<file path="config.mk">
export PLATFORM = sky130hd
export DESIGN_NAME = top_k_smallest_sorted_insert_top
export DESIGN_NICKNAME = d
export VERILOG_FILES = /design/src/rtl/tkss_pkg.sv /design/src/rtl/tkss_cell.sv /design/src/rtl/top_k_smallest_sorted_insert_top.sv
export SDC_FILE = /design/constraint.sdc
export NUM_CORES = 2
export LEC_CHECK = 0
export BUFFER_PORTS_ARGS = -buffer_cell sky130_fd_sc_hd__buf_4
export CAP_MARGIN = 0
export CORE_AREA = 2 2 346 348
export DETAILED_ROUTE_END_ITERATION = 10
export DIE_AREA = 0 0 348 350
export PLACE_DENSITY_LB_ADDON = 0.05
export SYNTH_ARGS = -nofsm -noshare
export SYNTH_HDL_FRONTEND = slang
export SYNTH_HIERARCHICAL = 1
export SYNTH_SLANG_ARGS = --single-unit
</file>
<file path="constraint.sdc">
create_clock -name clk -period 7.95 [get_ports clk]
set_clock_uncertainty 0.05 [all_clocks]
set_input_delay 2.385 -clock clk [delete_from_list [all_inputs] [get_ports clk]]
set_output_delay 2.385 -clock clk [all_outputs]
set_load 0.05 [all_outputs]
</file>
<file path="src/rtl/tkss_pkg.sv">
// ----------------------------------------------------------------------------
// tkss_pkg
// shared constants, codes and types of the top-k insertion sorter
// ----------------------------------------------------------------------------
package tkss_pkg;

  localparam int SLOTS_DEF       = 16;
  localparam int VERTEX_BITS_DEF = 20;
  localparam int DIST_BITS_DEF   = 16;

  localparam int K_BITS    = 5;
  localparam int WIDE_BITS = 7;
  localparam logic [K_BITS-1:0] K_RESET = 5'd16;

  localparam logic [1:0] MODE_INSERT = 2'd0;
  localparam logic [1:0] MODE_CLEAR  = 2'd1;
  localparam logic [1:0] MODE_READ   = 2'd2;

  typedef struct packed {
    logic ins;
    logic rot;
  } cell_ctl_t;

  // zero acts as one, anything above the slot count acts as the slot count
  function automatic logic [WIDE_BITS-1:0] eff_k(input logic [K_BITS-1:0] k,
                                                 input logic [WIDE_BITS-1:0] slots);
    logic [WIDE_BITS-1:0] kw;
    kw = WIDE_BITS'(k);
    if (kw == '0) begin
      kw = WIDE_BITS'(1);
    end
    if (kw > slots) begin
      kw = slots;
    end
    return kw;
  endfunction

endpackage

</file>
<file path="src/rtl/tkss_cell.sv">
// ----------------------------------------------------------------------------
// tkss_cell
// one slot of the sorted list: compare, insert, shift right or rotate left
// ----------------------------------------------------------------------------
module tkss_cell
  import tkss_pkg::*;
#(
  parameter int IDX         = 0,
  parameter int CNT_W       = 5,
  parameter int VERTEX_BITS = VERTEX_BITS_DEF,
  parameter int DIST_BITS   = DIST_BITS_DEF
) (
  input  logic                   clk,
  input  cell_ctl_t              ctl,
  input  logic [CNT_W-1:0]       held,
  input  logic [VERTEX_BITS-1:0] new_vertex,
  input  logic [DIST_BITS-1:0]   new_dist,
  input  logic                   left_le,
  input  logic [VERTEX_BITS-1:0] left_vertex,
  input  logic [DIST_BITS-1:0]   left_dist,
  input  logic [VERTEX_BITS-1:0] right_vertex,
  input  logic [DIST_BITS-1:0]   right_dist,
  input  logic [VERTEX_BITS-1:0] head_vertex,
  input  logic [DIST_BITS-1:0]   head_dist,
  output logic [VERTEX_BITS-1:0] vertex,
  output logic [DIST_BITS-1:0]   dist_val,
  output logic                   le
);

  logic occ;
  logic tail;

  assign occ  = CNT_W'(IDX) < held;
  assign tail = CNT_W'(IDX + 1) == held;
  assign le   = occ && (dist_val <= new_dist);

  always_ff @(posedge clk) begin
    if (ctl.ins && !le) begin
      if (IDX == 0 || left_le) begin
        vertex   <= new_vertex;
        dist_val <= new_dist;
      end else begin
        vertex   <= left_vertex;
        dist_val <= left_dist;
      end
    end else if (ctl.rot) begin
      if (tail) begin
        vertex   <= head_vertex;
        dist_val <= head_dist;
      end else begin
        vertex   <= right_vertex;
        dist_val <= right_dist;
      end
    end
  end

endmodule

</file>
<file path="src/rtl/top_k_smallest_sorted_insert_top.sv">
// ----------------------------------------------------------------------------
// top_k_smallest_sorted_insert_top
// keeps the k smallest (vertex, distance) pairs in ascending order
// ----------------------------------------------------------------------------
// An insert, clear or unknown command gives one result beat in the next
// cycle, so these run at one command per cycle while no read is running. A
// read of n held entries returns them in order: the row of cells rotates by
// one slot per cycle and the head cell feeds the result port, so busy stays
// high until the head cell has fed the last entry, and one beat leaves per
// cycle. Reading an empty list gives one beat. Result beats are shown for one
// cycle only on result_valid; the receiver cannot stall them. k_in_use is
// written through cfg while busy and start are low.
// ----------------------------------------------------------------------------
module top_k_smallest_sorted_insert_top
  import tkss_pkg::*;
#(
  parameter int SLOTS       = SLOTS_DEF,
  parameter int VERTEX_BITS = VERTEX_BITS_DEF,
  parameter int DIST_BITS   = DIST_BITS_DEF,
  localparam int CNT_W      = $clog2(SLOTS + 1),
  localparam int IW         = (SLOTS > 1) ? $clog2(SLOTS) : 1
) (
  input  logic                   clk,
  input  logic                   rst,
  input  logic                   start,
  output logic                   busy,
  input  logic [1:0]             mode,
  input  logic [VERTEX_BITS-1:0] vertex_id,
  input  logic [DIST_BITS-1:0]   distance,
  input  logic                   cfg_valid,
  output logic                   cfg_ready,
  input  logic [K_BITS-1:0]      cfg_data,
  output logic                   result_valid,
  output logic [VERTEX_BITS-1:0] entry_vertex,
  output logic [DIST_BITS-1:0]   entry_distance,
  output logic                   entry_valid,
  output logic                   accepted,
  output logic [CNT_W-1:0]       held_count,
  output logic                   last
);

  localparam logic [WIDE_BITS-1:0] SLOTS_W = WIDE_BITS'(SLOTS);

  logic [K_BITS-1:0] k_in_use;
  logic [CNT_W-1:0]  held;
  logic [CNT_W-1:0]  held_next;
  logic              reading;
  logic [CNT_W-1:0]  rd_cnt;

  logic [CNT_W-1:0] effk;
  logic [CNT_W-1:0] effk_cfg;
  logic             take;
  logic             cfg_take;
  logic             full;
  logic             dist_ok;
  logic             acc;
  logic             rd_last;
  cell_ctl_t        ctl;

  logic [VERTEX_BITS-1:0] cell_vertex [SLOTS];
  logic [DIST_BITS-1:0]   cell_dist   [SLOTS];
  logic [SLOTS-1:0]       cell_le;

  assign busy      = reading;
  assign cfg_ready = !reading && !start;
  assign take      = start && !busy;
  assign cfg_take  = cfg_valid && cfg_ready;

  assign effk     = CNT_W'(eff_k(k_in_use, SLOTS_W));
  assign effk_cfg = CNT_W'(eff_k(cfg_data, SLOTS_W));

  assign full    = held >= effk;
  assign dist_ok = distance != {DIST_BITS{1'b1}};
  assign acc     = dist_ok && (!full || !cell_le[IW'(effk - CNT_W'(1))]);
  assign rd_last = (rd_cnt + CNT_W'(1)) == held;

  assign ctl.ins = take && (mode == MODE_INSERT) && acc;
  assign ctl.rot = reading;

  always_comb begin
    held_next = held;
    if (take) begin
      case (mode)
        MODE_INSERT: begin
          if (acc && !full) begin
            held_next = held + CNT_W'(1);
          end
        end
        MODE_CLEAR: held_next = '0;
        default:    held_next = held;
      endcase
    end else if (cfg_take && held > effk_cfg) begin
      held_next = effk_cfg;
    end
  end

  genvar g;
  generate
    for (g = 0; g < SLOTS; g++) begin : g_cell
      logic [VERTEX_BITS-1:0] lv;
      logic [DIST_BITS-1:0]   ld;
      logic                   lle;
      logic [VERTEX_BITS-1:0] rv;
      logic [DIST_BITS-1:0]   rd;
      if (g == 0) begin : g_first
        assign lv  = vertex_id;
        assign ld  = distance;
        assign lle = 1'b0;
      end else begin : g_mid
        assign lv  = cell_vertex[g-1];
        assign ld  = cell_dist[g-1];
        assign lle = cell_le[g-1];
      end
      if (g == SLOTS - 1) begin : g_end
        assign rv = cell_vertex[0];
        assign rd = cell_dist[0];
      end else begin : g_inner
        assign rv = cell_vertex[g+1];
        assign rd = cell_dist[g+1];
      end
      tkss_cell #(
        .IDX         (g),
        .CNT_W       (CNT_W),
        .VERTEX_BITS (VERTEX_BITS),
        .DIST_BITS   (DIST_BITS)
      ) u_cell (
        .clk          (clk),
        .ctl          (ctl),
        .held         (held),
        .new_vertex   (vertex_id),
        .new_dist     (distance),
        .left_le      (lle),
        .left_vertex  (lv),
        .left_dist    (ld),
        .right_vertex (rv),
        .right_dist   (rd),
        .head_vertex  (cell_vertex[0]),
        .head_dist    (cell_dist[0]),
        .vertex       (cell_vertex[g]),
        .dist_val     (cell_dist[g]),
        .le           (cell_le[g])
      );
    end
  endgenerate

  always_ff @(posedge clk) begin
    if (rst) begin
      k_in_use     <= K_RESET;
      held         <= '0;
      reading      <= 1'b0;
      rd_cnt       <= '0;
      result_valid <= 1'b0;
    end else begin
      held         <= held_next;
      result_valid <= 1'b0;
      if (cfg_take) begin
        k_in_use <= cfg_data;
      end
      if (reading) begin
        result_valid <= 1'b1;
        rd_cnt       <= rd_cnt + CNT_W'(1);
        if (rd_last) begin
          reading <= 1'b0;
        end
      end else if (take) begin
        if (mode == MODE_READ && held != '0) begin
          reading <= 1'b1;
          rd_cnt  <= '0;
        end else begin
          result_valid <= 1'b1;
        end
      end
    end
  end

  // result payload
  always_ff @(posedge clk) begin
    if (reading) begin
      entry_vertex   <= cell_vertex[0];
      entry_distance <= cell_dist[0];
      entry_valid    <= 1'b1;
      accepted       <= 1'b0;
      held_count     <= held;
      last           <= rd_last;
    end else if (take) begin
      entry_vertex   <= '0;
      entry_distance <= '0;
      entry_valid    <= 1'b0;
      accepted       <= (mode == MODE_INSERT) && acc;
      held_count     <= held_next;
      last           <= 1'b1;
    end
  end

  a_held_bound : assert property (@(posedge clk) disable iff (rst)
    held <= effk || $past(cfg_take))
    else $error("held count above k");

  a_read_beat : assert property (@(posedge clk) disable iff (rst)
    reading |=> result_valid && entry_valid)
    else $error("read cycle without a beat");

  a_unreachable : assert property (@(posedge clk) disable iff (rst)
    take && mode == MODE_INSERT && !dist_ok |=> result_valid && !accepted)
    else $error("unreachable distance entered the list");

  a_not_last_busy : assert property (@(posedge clk) disable iff (rst)
    result_valid && !last |-> busy)
    else $error("inner read beat while idle");

endmodule
</file>
==> metrics <==
outcome complete, no violations; Syn. warnings 6; Placeable Area 0.118 mm2; global-route wire length before repair 237 mm; clock slew at reported path FFs 0.06 ns; Worst-Skew Late Latency 0.68 ns; # H-tree levels 3; routed len/inst 29.3 um; number of global-route vias before repair 32.4k; setup bufs post-CTS 0; Tcrit/Tclk final 0.841; drt pass-1 iters 5; Post-Syn Nets 4,169; vias 32.1k; placed inst area 0.0496 mm2; PwrDens 171 mW/mm2; HP Class reg2reg; initial antenna violation count 3; endpoints failing hold 0; antenna-violating nets left 0; Final TNS setup 0 ns; reg2reg end g_cell[12].u_cell/vertex[6]$_DFFE_PP_; CTS tree yes; total grt overflow 0; Hold EP entry_valid$_SDFFE_PP1P_; RD Place Congestion 0.841; Avg Cell Area, Syn 12.2 um2; pin count of the biggest net entering global routing 67; Die H 350 um; power consumption 0.00890 W; Final Critical Period 6.69 ns; # DRC 0; leakage 18.2 nW; setup repair after global routing missed its margin false; post-CTS sizing 0; CTS Hold Buffers Added 0; fin. max-slew vios 0; reg2reg setup slack 2.96 ns; Vias/cell 5.77; Worst R2R Start g_cell[0].u_cell/dist_val[15]$_DFFE_PP_; CP endpoint kind flop; max_cap viols 0; CP Launch Point distance[13]; Clock Path Buffers 3; Critical Path AT 7.03 ns; Worst-Margin Slew 1.38 ns; CP Launch Type primary input; Detailed Place HPWL 108 mm; endpoints failing setup 0; Rel. slew slack 0.0707; Hold Path Origin entry_valid$_SDFFE_PP1P_; PortBufs 93; hold path cells 1; Synth Instances 3,852; crit path kind in2reg; nets 4,285; Initial Utilization 0.399; worst-path maximum fanout 36; cell row count 126; I/O Pins 94; routed wire length 163 mm; post-route cell area 0.0521 mm2; Num CTS Buffers 83; die area 0.122 mm2; Mapped Area 0.0470 mm2; R2R depth 16; Peak VDD IR 0.145 mV; P&R area growth vs syn 10.8%; DR iter-0 viols 2,732; layout cell share with drive strength beyond 1 0.130; achievable frequency 150 MHz; # clock sinks 637; worst path required time 8.29 ns; GRT Total Usage 0.266; root buffer cell clkbuf_16; DIE WIDTH 348 um
## power breakdown
part | switching (W) | leakage [nW] | internal (W)
clock | 0.00158 | 1.22 | 0.00205
combinational | 0.000801 | 11.1 | 0.000455
sequential | 0.000134 | 5.88 | 0.00387
## placed cells by master, fill, tap and decap left out, types with 7 or more instances in the layout
master / count
buf_4: 207
nand4_1: 28
o21ai_0: 40
clkbuf_16: 84
xnor2_1: 8
clkinv_1: 15
mux2i_1: 1658
a21oi_4: 16
a31oi_4: 12
clkinv_2: 13
and2_1: 39
a21o_1: 9
mux2_2: 29
buf_12: 17
or3_1: 9
dfxtp_1: 15
nand2b_1: 13
nand4_4: 8
nor2_1: 38
inv_1: 281
nand2_1: 149
edfxtp_1: 618
or2_2: 17
clkbuf_1: 28
nor4_1: 11
nor3_1: 48
o21bai_1: 15
nor4_4: 8
a21o_2: 7
ha_1: 270
nor2b_1: 14
nand3_1: 17
o21ai_2: 7
mux2_4: 14
a21oi_1: 116
## layer usage
layer  vias up  wire (um)  GRT usage  part of all wire
li1      14770          -          -                 -
met1     16220      81100      0.402              0.50
met2       957      68900      0.397              0.42
met3       155      10700     0.0455             0.065
met4         0       2560     0.0494             0.016
met5         -          0          0                 0
## registers in the layout, indices dropped and copies added (netlist names), 5 cells and up
name / flops
entry_distance: 16
g_cell.u_cell/dist_val: 256
held_count: 5
k_in_use: 5
held: 5
g_cell.u_cell/vertex: 320
rd_cnt: 5
entry_vertex: 20
## worst max-delay path, cell delays in order
cell and delay, ns:
buf_4 0.40, inv_1 0.09, ha_1 0.33, nand4_2 0.17
or4_4 0.59, a21o_2 0.23, nand3_1 0.14, a21oi_4 0.07
mux4_1 0.66, mux2i_1 0.20, o221a_2 0.22, buf_4 0.27
inv_1 0.08, a31o_1 0.21, a31oi_4 0.14, buf_4 0.60
mux2i_1 0.17
## stage by stage
step	setup slack, ns	utilization	cells	hold WS (ns)
after global routing	1.09	0.443	5564	0.445
after detailed placement	0.641	0.421	5419	0.397
after global placement	0.706	0.421	5419	0.388
after floorplan	1.28	-	3852	0.437
final	1.26	0.443	5566	0.402
after CTS	1.34	0.443	5564	0.411
## worst max path at each step
stage	to	slack (ns)	depth (start not counted)
6_report	g_cell[12].u_cell/vertex[6]$_DFFE_PP_	1.26	17
5_1_grt	g_cell[12].u_cell/vertex[6]$_DFFE_PP_	1.09	18
4_1_cts	g_cell[12].u_cell/vertex[5]$_DFFE_PP_	1.34	18
3_5_place_dp	g_cell[12].u_cell/vertex[5]$_DFFE_PP_	0.64	18
3_3_place_gp	g_cell[12].u_cell/vertex[5]$_DFFE_PP_	0.71	18
2_1_floorplan	g_cell[0].u_cell/dist_val[0]$_DFFE_PP_	1.28	16
## final cells by class
type	count	area, um2
inverters	287	1080
multi-input cells	2735	25800
clock inverters	32	273
repair buffers	224	1890
clock buffers	113	2220
flip-flops and latches	637	18900
fillers	10858	65600
well taps	1536	1920
diodes	2	5.00
No activity file was read; power rests on OpenSTA's default activity.
